===== src/fortran_line_literal_tracker_top_defines.svh =====
// Assertion macros used by the line literal tracker RTL.
`ifndef FORTRAN_LINE_LITERAL_TRACKER_TOP_DEFINES_SVH
`define FORTRAN_LINE_LITERAL_TRACKER_TOP_DEFINES_SVH
`ifndef SYNTH
// Same-cycle implication, checked at every rising clock edge out of reset.
`define FLT_ASSERT_IMPL(label, clk, rst_n, ante, cons) \
	label: assert property (@(posedge clk) disable iff (!rst_n) (ante) |-> (cons)) \
		else $error("line literal tracker check failed");
// Next-cycle implication, checked at every rising clock edge out of reset.
`define FLT_ASSERT_NEXT(label, clk, rst_n, ante, cons) \
	label: assert property (@(posedge clk) disable iff (!rst_n) (ante) |=> (cons)) \
		else $error("line literal tracker check failed");
`else
`define FLT_ASSERT_IMPL(label, clk, rst_n, ante, cons)
`define FLT_ASSERT_NEXT(label, clk, rst_n, ante, cons)
`endif
`endif


===== src/flt_pkg.sv =====
// Types, character codes and helper functions of the line literal tracker.
package flt_pkg;

	localparam int COUNT_WIDTH      = 16;
	localparam int STATEMENT_COLUMN = 6;
	localparam int COL_W            = $clog2(STATEMENT_COLUMN + 1);

	localparam logic [7:0] CH_AMP    = 8'h26;
	localparam logic [7:0] CH_BANG   = 8'h21;
	localparam logic [7:0] CH_ZERO   = 8'h30;
	localparam logic [7:0] CH_NINE   = 8'h39;
	localparam logic [7:0] CH_LOW_H  = 8'h68;
	localparam logic [7:0] CH_UP_H   = 8'h48;
	localparam logic [7:0] CH_STAR   = 8'h2A;
	localparam logic [7:0] CH_LOW_C  = 8'h63;
	localparam logic [7:0] CH_UP_C   = 8'h43;
	localparam logic [7:0] CH_APOS   = 8'h27;
	localparam logic [7:0] CH_DQUOTE = 8'h22;
	localparam logic [7:0] CH_SPACE  = 8'h20;
	localparam logic [7:0] CH_TAB    = 8'h09;
	localparam logic [7:0] CH_CR     = 8'h0D;

	typedef enum logic [1:0] {
		Q_NONE   = 2'd0,
		Q_APOS   = 2'd1,
		Q_DQUOTE = 2'd2
	} quote_t;

	typedef enum logic [3:0] {
		PH_LINE_START = 4'd0,
		PH_LABEL      = 4'd1,
		PH_COMMENT    = 4'd2,
		PH_FREE_LEAD  = 4'd3,
		PH_LIT_CONT   = 4'd4,
		PH_LIT_CONT_Q = 4'd5,
		PH_HOLL_CONT  = 4'd6,
		PH_SCAN       = 4'd7,
		PH_IN_LIT     = 4'd8,
		PH_LIT_Q      = 4'd9,
		PH_DIGITS     = 4'd10,
		PH_HOLL       = 4'd11,
		PH_DONE       = 4'd12
	} phase_t;

	// Scanner state that lives only within one line.
	typedef struct packed {
		phase_t           phase;
		logic [COL_W-1:0] column;
		quote_t           scan_quote;
		logic             amp;
	} line_ctl_t;

	localparam line_ctl_t LINE_CLEAR = '{
		phase:      PH_LINE_START,
		column:     '0,
		scan_quote: Q_NONE,
		amp:        1'b0
	};

	function automatic logic is_space(logic [7:0] c);
		return (c == CH_SPACE) || ((c >= CH_TAB) && (c <= CH_CR));
	endfunction

	function automatic logic is_digit(logic [7:0] c);
		return (c >= CH_ZERO) && (c <= CH_NINE);
	endfunction

	function automatic logic quote_match(quote_t q, logic [7:0] c);
		logic m;
		unique case (q)
			Q_APOS:   m = (c == CH_APOS);
			Q_DQUOTE: m = (c == CH_DQUOTE);
			default:  m = 1'b0;
		endcase
		return m;
	endfunction

endpackage


===== src/flt_in_if.sv =====
// Character input channel: at most one source byte per beat.
interface flt_in_if;
	logic       valid;
	logic       ready;
	logic [7:0] character;
	logic       has_character;
	logic       end_of_line;

	modport source (output valid, output character, output has_character,
		output end_of_line, input ready);
	modport sink (input valid, input character, input has_character,
		input end_of_line, output ready);
endinterface


===== src/flt_out_if.sv =====
// Line result channel: the carried lexical state at each line end.
interface flt_out_if #(
	parameter int COUNT_WIDTH = flt_pkg::COUNT_WIDTH
);
	logic                   valid;
	logic                   ready;
	logic [1:0]             open_quote;
	logic [COUNT_WIDTH-1:0] hollerith_left;
	logic                   comment_line;

	modport source (output valid, output open_quote, output hollerith_left,
		output comment_line, input ready);
	modport sink (input valid, input open_quote, input hollerith_left,
		input comment_line, output ready);
endinterface


===== src/flt_cfg_if.sv =====
// Configuration write channel carrying the source form register.
interface flt_cfg_if;
	logic valid;
	logic ready;
	logic source_form;

	modport source (output valid, output source_form, input ready);
	modport sink (input valid, input source_form, output ready);
endinterface


===== src/flt_scan.sv =====
// Per-byte scanner step: next line state and carried state for one byte.
module flt_scan #(
	parameter int COUNT_WIDTH = flt_pkg::COUNT_WIDTH
) (
	input  logic [7:0]             character,
	input  logic                   has_character,
	input  logic                   fixed,
	input  flt_pkg::line_ctl_t     line_in,
	input  logic [COUNT_WIDTH-1:0] digits_in,
	input  flt_pkg::quote_t        pend_q_in,
	input  logic [COUNT_WIDTH-1:0] pend_h_in,
	output flt_pkg::line_ctl_t     line_out,
	output logic [COUNT_WIDTH-1:0] digits_out,
	output flt_pkg::quote_t        pend_q_out,
	output logic [COUNT_WIDTH-1:0] pend_h_out
);

	logic [COUNT_WIDTH+3:0] dig_wide;
	logic [COUNT_WIDTH-1:0] dig_next;
	logic [COUNT_WIDTH-1:0] holl_dec;
	logic [COUNT_WIDTH-1:0] pend_dec;
	logic                   comment_char;

	// The arithmetic phases are only ever entered on the first pass, so their
	// results can be formed once from the registered values.
	always_comb begin
		dig_wide = ({4'b0, digits_in} << 3) + ({4'b0, digits_in} << 1)
			+ (COUNT_WIDTH + 4)'(character[3:0]);
		dig_next = (|dig_wide[COUNT_WIDTH+3:COUNT_WIDTH]) ? '1 : dig_wide[COUNT_WIDTH-1:0];
		holl_dec = (digits_in == '0) ? '0 : digits_in - COUNT_WIDTH'(1);
		pend_dec = pend_h_in - COUNT_WIDTH'(1);
		comment_char = (character == flt_pkg::CH_LOW_C) || (character == flt_pkg::CH_UP_C)
			|| (character == flt_pkg::CH_STAR) || (character == flt_pkg::CH_BANG);
	end

	always_comb begin : step
		flt_pkg::line_ctl_t     ln;
		logic [COUNT_WIDTH-1:0] dt;
		logic [COUNT_WIDTH-1:0] ph;
		flt_pkg::quote_t        pq;
		logic                   done;
		logic                   at_stmt;

		ln      = line_in;
		dt      = digits_in;
		ph      = pend_h_in;
		pq      = pend_q_in;
		done    = !has_character;
		at_stmt = 1'b0;
		if (has_character && !flt_pkg::is_space(character)) begin
			ln.amp = (character == flt_pkg::CH_AMP);
		end
		// A byte may fall through at most a few phases before it is consumed.
		for (int pass = 0; pass < 4; pass++) begin
			if (!done) begin
				unique case (ln.phase)
					flt_pkg::PH_LINE_START: begin
						if (fixed) begin
							if (comment_char) begin
								ln.phase = flt_pkg::PH_COMMENT;
								done = 1'b1;
							end else begin
								ln.phase  = flt_pkg::PH_LABEL;
								ln.column = '0;
							end
						end else begin
							ln.phase = (pq != flt_pkg::Q_NONE) ? flt_pkg::PH_FREE_LEAD
								: flt_pkg::PH_SCAN;
						end
					end
					flt_pkg::PH_LABEL: begin
						done = 1'b1;
						at_stmt = (ln.column >= flt_pkg::COL_W'(flt_pkg::STATEMENT_COLUMN - 1));
						if (ln.column < flt_pkg::COL_W'(flt_pkg::STATEMENT_COLUMN)) begin
							ln.column = ln.column + flt_pkg::COL_W'(1);
						end
						if (at_stmt) begin
							if ((pq != flt_pkg::Q_NONE) || (ph != '0)) begin
								if ((character != flt_pkg::CH_SPACE)
									&& (character != flt_pkg::CH_ZERO)) begin
									ln.phase = (ph != '0) ? flt_pkg::PH_HOLL_CONT
										: flt_pkg::PH_LIT_CONT;
								end else begin
									pq = flt_pkg::Q_NONE;
									ph = '0;
									ln.phase = flt_pkg::PH_SCAN;
								end
							end else begin
								ln.phase = flt_pkg::PH_SCAN;
							end
						end
					end
					flt_pkg::PH_COMMENT, flt_pkg::PH_DONE: begin
						done = 1'b1;
					end
					flt_pkg::PH_FREE_LEAD: begin
						if (flt_pkg::is_space(character)) begin
							done = 1'b1;
						end else begin
							ln.phase = flt_pkg::PH_LIT_CONT;
							if (character == flt_pkg::CH_AMP) begin
								done = 1'b1;
							end
						end
					end
					flt_pkg::PH_LIT_CONT: begin
						done = 1'b1;
						if (flt_pkg::quote_match(pq, character)) begin
							ln.phase = flt_pkg::PH_LIT_CONT_Q;
						end
					end
					flt_pkg::PH_LIT_CONT_Q: begin
						if (flt_pkg::quote_match(pq, character)) begin
							ln.phase = flt_pkg::PH_LIT_CONT;
							done = 1'b1;
						end else begin
							pq = flt_pkg::Q_NONE;
							ln.phase = flt_pkg::PH_SCAN;
						end
					end
					flt_pkg::PH_HOLL_CONT: begin
						if (ph != '0) begin
							ph = pend_dec;
							if (pend_dec == '0) begin
								ln.phase = flt_pkg::PH_SCAN;
							end
							done = 1'b1;
						end else begin
							ln.phase = flt_pkg::PH_SCAN;
						end
					end
					flt_pkg::PH_SCAN: begin
						done = 1'b1;
						if (character == flt_pkg::CH_BANG) begin
							ln.phase = flt_pkg::PH_DONE;
						end else if (character == flt_pkg::CH_APOS) begin
							ln.scan_quote = flt_pkg::Q_APOS;
							ln.phase = flt_pkg::PH_IN_LIT;
						end else if (character == flt_pkg::CH_DQUOTE) begin
							ln.scan_quote = flt_pkg::Q_DQUOTE;
							ln.phase = flt_pkg::PH_IN_LIT;
						end else if (flt_pkg::is_digit(character)) begin
							dt = COUNT_WIDTH'(character[3:0]);
							ln.phase = flt_pkg::PH_DIGITS;
						end
					end
					flt_pkg::PH_IN_LIT: begin
						done = 1'b1;
						if (flt_pkg::quote_match(ln.scan_quote, character)) begin
							ln.phase = flt_pkg::PH_LIT_Q;
						end
					end
					flt_pkg::PH_LIT_Q: begin
						if (flt_pkg::quote_match(ln.scan_quote, character)) begin
							ln.phase = flt_pkg::PH_IN_LIT;
							done = 1'b1;
						end else begin
							ln.phase = flt_pkg::PH_SCAN;
						end
					end
					flt_pkg::PH_DIGITS: begin
						if (flt_pkg::is_digit(character)) begin
							dt = dig_next;
							done = 1'b1;
						end else if ((character == flt_pkg::CH_LOW_H)
							|| (character == flt_pkg::CH_UP_H)) begin
							ln.phase = (dt == '0) ? flt_pkg::PH_SCAN : flt_pkg::PH_HOLL;
							done = 1'b1;
						end else begin
							ln.phase = flt_pkg::PH_SCAN;
						end
					end
					flt_pkg::PH_HOLL: begin
						dt = holl_dec;
						if (holl_dec == '0) begin
							ln.phase = flt_pkg::PH_SCAN;
						end
						done = 1'b1;
					end
					default: begin
						ln.phase = flt_pkg::PH_SCAN;
					end
				endcase
			end
		end
		line_out   = ln;
		digits_out = dt;
		pend_q_out = pq;
		pend_h_out = ph;
	end

endmodule


===== src/flt_line_end.sv =====
// Line-end resolution of the carried state and the registered result beat.
module flt_line_end #(
	parameter int COUNT_WIDTH = flt_pkg::COUNT_WIDTH
) (
	input  logic                   clk,
	input  logic                   arst_n,
	input  logic                   fixed,
	input  flt_pkg::line_ctl_t     line_in,
	input  logic [COUNT_WIDTH-1:0] digits_in,
	input  flt_pkg::quote_t        pend_q_in,
	input  logic [COUNT_WIDTH-1:0] pend_h_in,
	input  logic                   load,
	output logic                   room,
	output flt_pkg::quote_t        pend_q_out,
	output logic [COUNT_WIDTH-1:0] pend_h_out,
	flt_out_if.source              result
);

	logic                   comment;
	logic                   valid_q;
	logic [1:0]             quote_q;
	logic [COUNT_WIDTH-1:0] holl_q;
	logic                   comment_q;

	always_comb begin
		pend_q_out = pend_q_in;
		pend_h_out = pend_h_in;
		comment    = 1'b0;
		unique case (line_in.phase)
			flt_pkg::PH_COMMENT: begin
				comment = 1'b1;
			end
			flt_pkg::PH_HOLL_CONT: begin
				pend_q_out = pend_q_in;
			end
			flt_pkg::PH_LIT_CONT, flt_pkg::PH_FREE_LEAD: begin
				if (!fixed && !line_in.amp) begin
					pend_q_out = flt_pkg::Q_NONE;
				end
			end
			flt_pkg::PH_IN_LIT: begin
				if (fixed) begin
					pend_q_out = line_in.scan_quote;
					pend_h_out = '0;
				end else begin
					pend_q_out = line_in.amp ? line_in.scan_quote : flt_pkg::Q_NONE;
				end
			end
			flt_pkg::PH_HOLL: begin
				pend_q_out = flt_pkg::Q_NONE;
				if (fixed) begin
					pend_h_out = digits_in;
				end
			end
			default: begin
				pend_q_out = flt_pkg::Q_NONE;
				if (fixed) begin
					pend_h_out = '0;
				end
			end
		endcase
	end

	assign room = !valid_q || result.ready;

	always_ff @(posedge clk or negedge arst_n) begin
		if (!arst_n) begin
			valid_q <= 1'b0;
		end else if (load) begin
			valid_q <= 1'b1;
		end else if (result.ready) begin
			valid_q <= 1'b0;
		end
	end

	always_ff @(posedge clk) begin
		if (load) begin
			quote_q   <= pend_q_out;
			holl_q    <= pend_h_out;
			comment_q <= comment;
		end
	end

	assign result.valid          = valid_q;
	assign result.open_quote     = quote_q;
	assign result.hollerith_left = holl_q;
	assign result.comment_line   = comment_q;

endmodule


===== src/fortran_line_literal_tracker_top.sv =====
// Top level of the Fortran line literal tracker.
// The tracker takes Fortran source as a stream of byte beats on the chars channel,
// each beat holding one byte (or none, for an empty line) and a flag that closes
// the line, and for every beat that closes a line it returns one result beat with
// the lexical state carried into the next line: an open character literal and
// its quote kind, the Hollerith characters still owed (saturated at the top of
// the count width), and whether the line was a fixed-form comment line. Beats
// that do not close a line produce no result. The source_form register selects
// free form (0) or fixed form (1); it resets to free form and is written through
// the cfg channel, which is always ready, and should only be written while no
// beat is in flight. The block sustains one byte beat per clock cycle unless stalled:
// a byte is captured in an input register, and from there a single pass of
// combinational logic advances the scanner state and, at a line end, loads the
// result register, from which the result beat is presented. The rate is set by
// the scanner state update, which every byte needs before the next one can be
// scanned. The result register decouples the two sides: new bytes keep flowing
// while a result waits, and only a second line end that finds the result
// register still full stalls the input.
`include "fortran_line_literal_tracker_top_defines.svh"

module fortran_line_literal_tracker_top #(
	parameter int COUNT_WIDTH = flt_pkg::COUNT_WIDTH
) (
	input  logic       clk,
	input  logic       arst_n,
	flt_in_if.sink     chars,
	flt_out_if.source  result,
	flt_cfg_if.sink    cfg
);

	// Input register stage.
	logic       valid_s1;
	logic [7:0] char_s1;
	logic       has_s1;
	logic       eol_s1;

	// Scanner state: line-local control, digit run, carried literal state.
	flt_pkg::line_ctl_t     line_q;
	logic [COUNT_WIDTH-1:0] digits_q;
	flt_pkg::quote_t        pend_q_q;
	logic [COUNT_WIDTH-1:0] pend_h_q;
	logic                   form_q;

	flt_pkg::line_ctl_t     line_nx;
	logic [COUNT_WIDTH-1:0] digits_nx;
	flt_pkg::quote_t        pend_q_nx;
	logic [COUNT_WIDTH-1:0] pend_h_nx;
	flt_pkg::quote_t        pend_q_end;
	logic [COUNT_WIDTH-1:0] pend_h_end;

	logic room;
	logic adv;
	logic load;

	// A byte in the input register moves on unless it closes a line and the
	// result register cannot take the new result.
	assign adv         = valid_s1 && (!eol_s1 || room);
	assign load        = adv && eol_s1;
	assign chars.ready = !valid_s1 || adv;
	assign cfg.ready   = 1'b1;

	always_ff @(posedge clk or negedge arst_n) begin
		if (!arst_n) begin
			form_q <= 1'b0;
		end else if (cfg.valid) begin
			form_q <= cfg.source_form;
		end
	end

	always_ff @(posedge clk or negedge arst_n) begin
		if (!arst_n) begin
			valid_s1 <= 1'b0;
		end else if (chars.valid && chars.ready) begin
			valid_s1 <= 1'b1;
		end else if (adv) begin
			valid_s1 <= 1'b0;
		end
	end

	always_ff @(posedge clk) begin
		if (chars.valid && chars.ready) begin
			char_s1 <= chars.character;
			has_s1  <= chars.has_character;
			eol_s1  <= chars.end_of_line;
		end
	end

	flt_scan #(
		.COUNT_WIDTH(COUNT_WIDTH)
	) u_scan (
		.character    (char_s1),
		.has_character(has_s1),
		.fixed        (form_q),
		.line_in      (line_q),
		.digits_in    (digits_q),
		.pend_q_in    (pend_q_q),
		.pend_h_in    (pend_h_q),
		.line_out     (line_nx),
		.digits_out   (digits_nx),
		.pend_q_out   (pend_q_nx),
		.pend_h_out   (pend_h_nx)
	);

	flt_line_end #(
		.COUNT_WIDTH(COUNT_WIDTH)
	) u_line_end (
		.clk       (clk),
		.arst_n    (arst_n),
		.fixed     (form_q),
		.line_in   (line_nx),
		.digits_in (digits_nx),
		.pend_q_in (pend_q_nx),
		.pend_h_in (pend_h_nx),
		.load      (load),
		.room      (room),
		.pend_q_out(pend_q_end),
		.pend_h_out(pend_h_end),
		.result    (result)
	);

	// At a line end the line-local state starts over and the resolved carried
	// state is kept; otherwise the scanner step is taken as it stands.
	always_ff @(posedge clk or negedge arst_n) begin
		if (!arst_n) begin
			line_q   <= flt_pkg::LINE_CLEAR;
			digits_q <= '0;
			pend_q_q <= flt_pkg::Q_NONE;
			pend_h_q <= '0;
		end else if (adv) begin
			if (eol_s1) begin
				line_q   <= flt_pkg::LINE_CLEAR;
				digits_q <= '0;
				pend_q_q <= pend_q_end;
				pend_h_q <= pend_h_end;
			end else begin
				line_q   <= line_nx;
				digits_q <= digits_nx;
				pend_q_q <= pend_q_nx;
				pend_h_q <= pend_h_nx;
			end
		end
	end

	// A line end that moves on always shows up as a result beat.
	`FLT_ASSERT_NEXT(a_result_loaded, clk, arst_n, load, result.valid)
	// Every line starts over from the line start phase.
	`FLT_ASSERT_NEXT(a_line_restart, clk, arst_n, load, line_q.phase == flt_pkg::PH_LINE_START)
	// A line end held back by a full result register leaves the carried state alone.
	`FLT_ASSERT_NEXT(a_stall_holds, clk, arst_n, valid_s1 && eol_s1 && !room, $stable(pend_q_q) && $stable(pend_h_q))
	// The label column counter never runs past the statement column.
	`FLT_ASSERT_IMPL(a_column_bound, clk, arst_n, 1'b1, line_q.column <= flt_pkg::COL_W'(flt_pkg::STATEMENT_COLUMN))

endmodule

===== src/flat_wrapper.sv =====
// flat-port wrapper written by rule: the top's interface ports become plain ports
module fortran_line_literal_tracker_top_flat 
#(
	parameter int COUNT_WIDTH = flt_pkg::COUNT_WIDTH
)
  (clk, arst_n, chars_valid, chars_character, chars_has_character, chars_end_of_line, chars_ready, result_valid, result_open_quote, result_hollerith_left, result_comment_line, result_ready, cfg_valid, cfg_source_form, cfg_ready);
  flt_in_if chars_i ();
  flt_out_if #(.COUNT_WIDTH(COUNT_WIDTH)) result_i ();
  flt_cfg_if cfg_i ();
  input  logic clk;
  input  logic arst_n;
  input wire logic [$bits(chars_i.valid)-1:0] chars_valid;
  input wire logic [$bits(chars_i.character)-1:0] chars_character;
  input wire logic [$bits(chars_i.has_character)-1:0] chars_has_character;
  input wire logic [$bits(chars_i.end_of_line)-1:0] chars_end_of_line;
  output wire logic [$bits(chars_i.ready)-1:0] chars_ready;
  output wire logic [$bits(result_i.valid)-1:0] result_valid;
  output wire logic [$bits(result_i.open_quote)-1:0] result_open_quote;
  output wire logic [$bits(result_i.hollerith_left)-1:0] result_hollerith_left;
  output wire logic [$bits(result_i.comment_line)-1:0] result_comment_line;
  input wire logic [$bits(result_i.ready)-1:0] result_ready;
  input wire logic [$bits(cfg_i.valid)-1:0] cfg_valid;
  input wire logic [$bits(cfg_i.source_form)-1:0] cfg_source_form;
  output wire logic [$bits(cfg_i.ready)-1:0] cfg_ready;
  assign chars_i.valid = chars_valid;
  assign chars_i.character = chars_character;
  assign chars_i.has_character = chars_has_character;
  assign chars_i.end_of_line = chars_end_of_line;
  assign chars_ready = chars_i.ready;
  assign result_valid = result_i.valid;
  assign result_open_quote = result_i.open_quote;
  assign result_hollerith_left = result_i.hollerith_left;
  assign result_comment_line = result_i.comment_line;
  assign result_i.ready = result_ready;
  assign cfg_i.valid = cfg_valid;
  assign cfg_i.source_form = cfg_source_form;
  assign cfg_ready = cfg_i.ready;
  fortran_line_literal_tracker_top #(.COUNT_WIDTH(COUNT_WIDTH)) u_core (.clk(clk), .arst_n(arst_n), .chars(chars_i), .result(result_i), .cfg(cfg_i));
endmodule

===== config.mk =====
export PLATFORM = sky130hd
export DESIGN_NAME = fortran_line_literal_tracker_top_flat
export DESIGN_NICKNAME = d
export VERILOG_FILES = /design/src/flt_pkg.sv /design/src/flt_in_if.sv /design/src/flt_out_if.sv /design/src/flt_cfg_if.sv /design/src/flt_scan.sv /design/src/flt_line_end.sv /design/src/fortran_line_literal_tracker_top.sv /design/src/flat_wrapper.sv
export VERILOG_INCLUDE_DIRS = /design/src /design/src/src
export SDC_FILE = /design/constraint.sdc
export NUM_CORES = 1
export LEC_CHECK = 0
export BUFFER_PORTS_ARGS = -buffer_cell sky130_fd_sc_hd__buf_2
export CORE_ASPECT_RATIO = 1.2
export CORE_MARGIN = 2
export CORE_UTILIZATION = 60
export CTS_CLUSTER_DIAMETER = 80
export DETAILED_ROUTE_END_ITERATION = 12
export PLACE_DENSITY = 0.75
export SLEW_MARGIN = 20
export SYNTH_ARGS = -nofsm -noshare
export SYNTH_HDL_FRONTEND = slang
export SYNTH_SLANG_ARGS = --single-unit

===== constraint.sdc =====
create_clock -name clk -period 14.8 [get_ports clk]
set_clock_uncertainty 0.2 [all_clocks]
set_input_delay 2.22 -clock clk [delete_from_list [all_inputs] [get_ports clk]]
set_output_delay 2.22 -clock clk [all_outputs]
set_load 0.02 [all_outputs]

==> summary.md <==
| Metric | Value |
|---|---|
| Dpl cells | `1146` |
| Post-synth EDFFs | `29` |
| Mean area per synthesized cell | `just under 8 sq um` |
| Largest family of logic cells by synthesized area | `compound AO/OA/AOI/OAI gates` |
| Diode count | `0` |
| Synth area leader | `dfrtp_1` |
| Cts hold-fix bufs | `0` |
| Pleak | `roughly 0.0034 uW` |
| Die Area | `between 10000 and 15000 sq um` |
| R2r setup slk | `8830 ps` |
| Layout cells sized above 1 | `between 10% and 20%` |
| Total wire length | `around 24000 um` |
| Post-route minimum period | `5970 ps` |
| Yosys top cell area share | `~15%` |
| Power per standard cell area | `about 120 nW/um^2` |
| Mapped Cells | `around 1000` |
| Fin Hold WS | `approximately 330 ps` |
| H-tree Lvls | `3` |
| CTS buffer count | `9` |
| Routed len/inst | `a little over 20 um` |
| Fin util | `approximately 66%` |
| Final Non-Filler Cells | `about 1200` |
| Row Count | `45` |
| Post-synth cell types | `94` |
| Multiplexer share of the synthesized area | `between 1 and 1.5%` |
| Post-detail-place hpwl | `around 17000 um` |
| Warnings from Yosys | `0` |
| Die width | `109 um` |
| Most frequent cell after synthesis | `nor2_1` |
| Worst path arrival time | `~6000 ps` |
| Critical path class | `register to register` |
| Initial antenna violation count | `0` |
| Pre-Repair DR Iteration Count | `6` |
| Worst-path clk slew | `70 ps` |
| Post-CTS resize count | `0` |
| Hold Fails Final Rpt | `0` |
| CTS max path bufs | `2` |
| Asr flop ratio synth | `about three fifths` |
| Post-CTS Setup Repair Bufs | `0` |
| Skew-Pair Late Insertion Delay | `360 ps` |
| GRT Overall Usage | `34.7%` |
| # IOs | `38` |
| Worst Setup End Kind | `register` |
| Global route overflow | `0` |
| Root buffer cell | `clkbuf_16` |
| Max-slew violations | `0` |
| Worst setup SP type | `register` |
| 1st-iter DRT viols | `857` |
| Residual DRC | `0` |
| Post-synthesis compound-gate area fraction | `between 30 and 40%` |
| Vias/cell | `slightly below 7` |
| Final Cycle Share | `between 40 and 50%` |
| Status | `finished, final reports clean` |
| GP Congestion | `between 0.9 and 1` |
| Core Region | `between 10000 and 15000 sq um` |
| Leading cell types by count after synthesis | `99 x nor2_1, 92 x nand2_1, 87 x a21oi_1` |
| Max FO, Critical Path | `19` |
| Area grow syn2layout | `5.96%` |
| Setup TNS | `0 ps` |
| Setup-failing EPs final | `0` |
| Maximum VDD drop | `0.0000975 V` |
| Largest net degree at the start of global routing | `between 40 and 50` |
| Clk sinks | `76` |
| HP Class | `register to register` |
| Adder-cell share of the synthesized area | `approximately 8.6%` |
| Synth Area in XOR/XNOR | `around 2.3%` |
| Worst slew pin tran | `1240 ps` |
| Main synth FF type | `dfrtp_1` |
| Starting Density | `61.9%` |
| Maximum clock frequency | `about 170 MHz` |
| RSZ-0062 raised after global routing | `no` |
| Vias | `8007` |
| Global-route wire length before repair | `37900 um` |
| #FFs+latches synth | `76` |
| Required @ worst endpoint | `around 15000 ps` |
| Nets@finish | `between 1000 and 1500` |
| Synth area leaders | `dfrtp_1 15%, edfxtp_1 11%, ha_1 8.1%` |
| TritonCTS clock tree | `yes` |
| Syn nets | `around 1100` |
| Port bufs | `36` |
| Vias in the first global route | `7314` |
| Seq/Total Area, Yosys | `between 20% and 30%` |
| Simple-gate share of the synthesized area | `25.3%` |
| Post-route ant nets | `0` |
| Die H | `between 100 and 150 um` |
| Post-synthesis cell area | `slightly below 8000 sq um` |
| Slew headroom | `16.9%` |
| Max-Cap Viols | `0` |
## placed cells by master, fill, tap and decap left out, types with 15 or more instances in the layout
cell / count
nand2_1: 92
a21oi_1: 87
o21ai_0: 73
buf_2: 36
nor2_1: 99
nand3_1: 15
dfrtp_1: 47
edfxtp_1: 29
ha_1: 51
o22ai_1: 35
nor3_1: 34
and3_1: 17
inv_1: 52
xnor2_1: 15
## area by class of cell
class                   count  area [sq um]
flip-flops and latches     76          2050
multi-input cells         814          5330
fillers                  1156          4380
repair buffers             40           210
well taps                 164           205
clock inverters             7           128
inverters                  52           195
clock buffers               9           225
## cell families (layout without fill, tap and decap cells)
| family | after synthesis | in the layout |
|---|---|---|
| AOI/OAI and AO/OA | 349 | 349 |
| xor gates and xnor gates | 21 | 21 |
| adders and majority gates | 53 | 53 |
| buffers and inverters | 119 | 108 |
| DFF | 76 | 76 |
| muxes | 8 | 8 |
| other | 1 | 1 |
| and+or+nand+nor | 382 | 382 |
## routing by layer
| layer | track usage [%] | wire length (um) | up-vias |
|---|---|---|---|
| li1 | - | - | 3764 |
| met1 | 44.0 | 9500 | 3663 |
| met3 | 5.84 | 1890 | 128 |
| met2 | 55.0 | 10900 | 452 |
| met4 | 21.9 | 1700 | 0 |
| met5 | 0 | 0 | - |
## flip-flops by register name (all words and copies together) (netlist names)
register / flops
u_core.pend_h_q: 16
u_core.digits_q: 16
u_core.form_q: 1
u_core.has_s1: 1
u_core.eol_s1: 1
u_core.u_line_end.result.open_quote: 2
u_core.valid_s1: 1
u_core.u_line_end.result.hollerith_left: 16
u_core.u_line_end.result.valid: 1
u_core.pend_q_q: 2
u_core.line_q: 10
u_core.char_s1: 8
u_core.u_line_end.result.comment_line: 1
## critical path, cell delays in order, from the launching register on
cell and delay (ps):
dfrtp_1 470, inv_1 200, ha_1 280, nor3b_1 510
and4_1 510, xor2_1 150, o31a_1 300, or4_4 510
a21oi_4 330, mux2i_1 450, o21bai_1 180, a211oi_1 370
o31a_1 790, o21a_4 380, o221ai_1 160
## metrics by stage
stage,power [uW],setup WS (ps),instance area [sq um]
3_5_place_dp,757,8980,7990
6_report,1040,8830,8340
5_1_grt,1090,8430,8340
3_3_place_gp,753,9230,7990
2_1_floorplan,661,9840,7880
4_1_cts,1030,8920,8340
## report_power, final
group / internal (uW) / total [uW] / switching (uW)
Combinational: 167 / 443 / 276
Clock: 168 / 267 / 99.5
Sequential: 259 / 326 / 67.1
## final timing paths
| path | startpoint | endpoint | cells past startpoint |
|---|---|---|---|
| worst max register to register | u_core.digits_q[0] | u_core.pend_h_q[13] | 14 |
| worst max-delay path | u_core.digits_q[0] | u_core.pend_h_q[13] | 14 |
| max in group asynchronous | arst_n | u_core.line_q[3] | 2 |
| worst min-delay path | u_core.pend_q_q[0] | u_core.pend_q_q[0] | 2 |
| min in group asynchronous | arst_n | u_core.pend_h_q[8] | 2 |
| worst min register to register | u_core.pend_q_q[0] | u_core.pend_q_q[0] | 2 |
No activity file was read; power rests on OpenSTA's default activity.
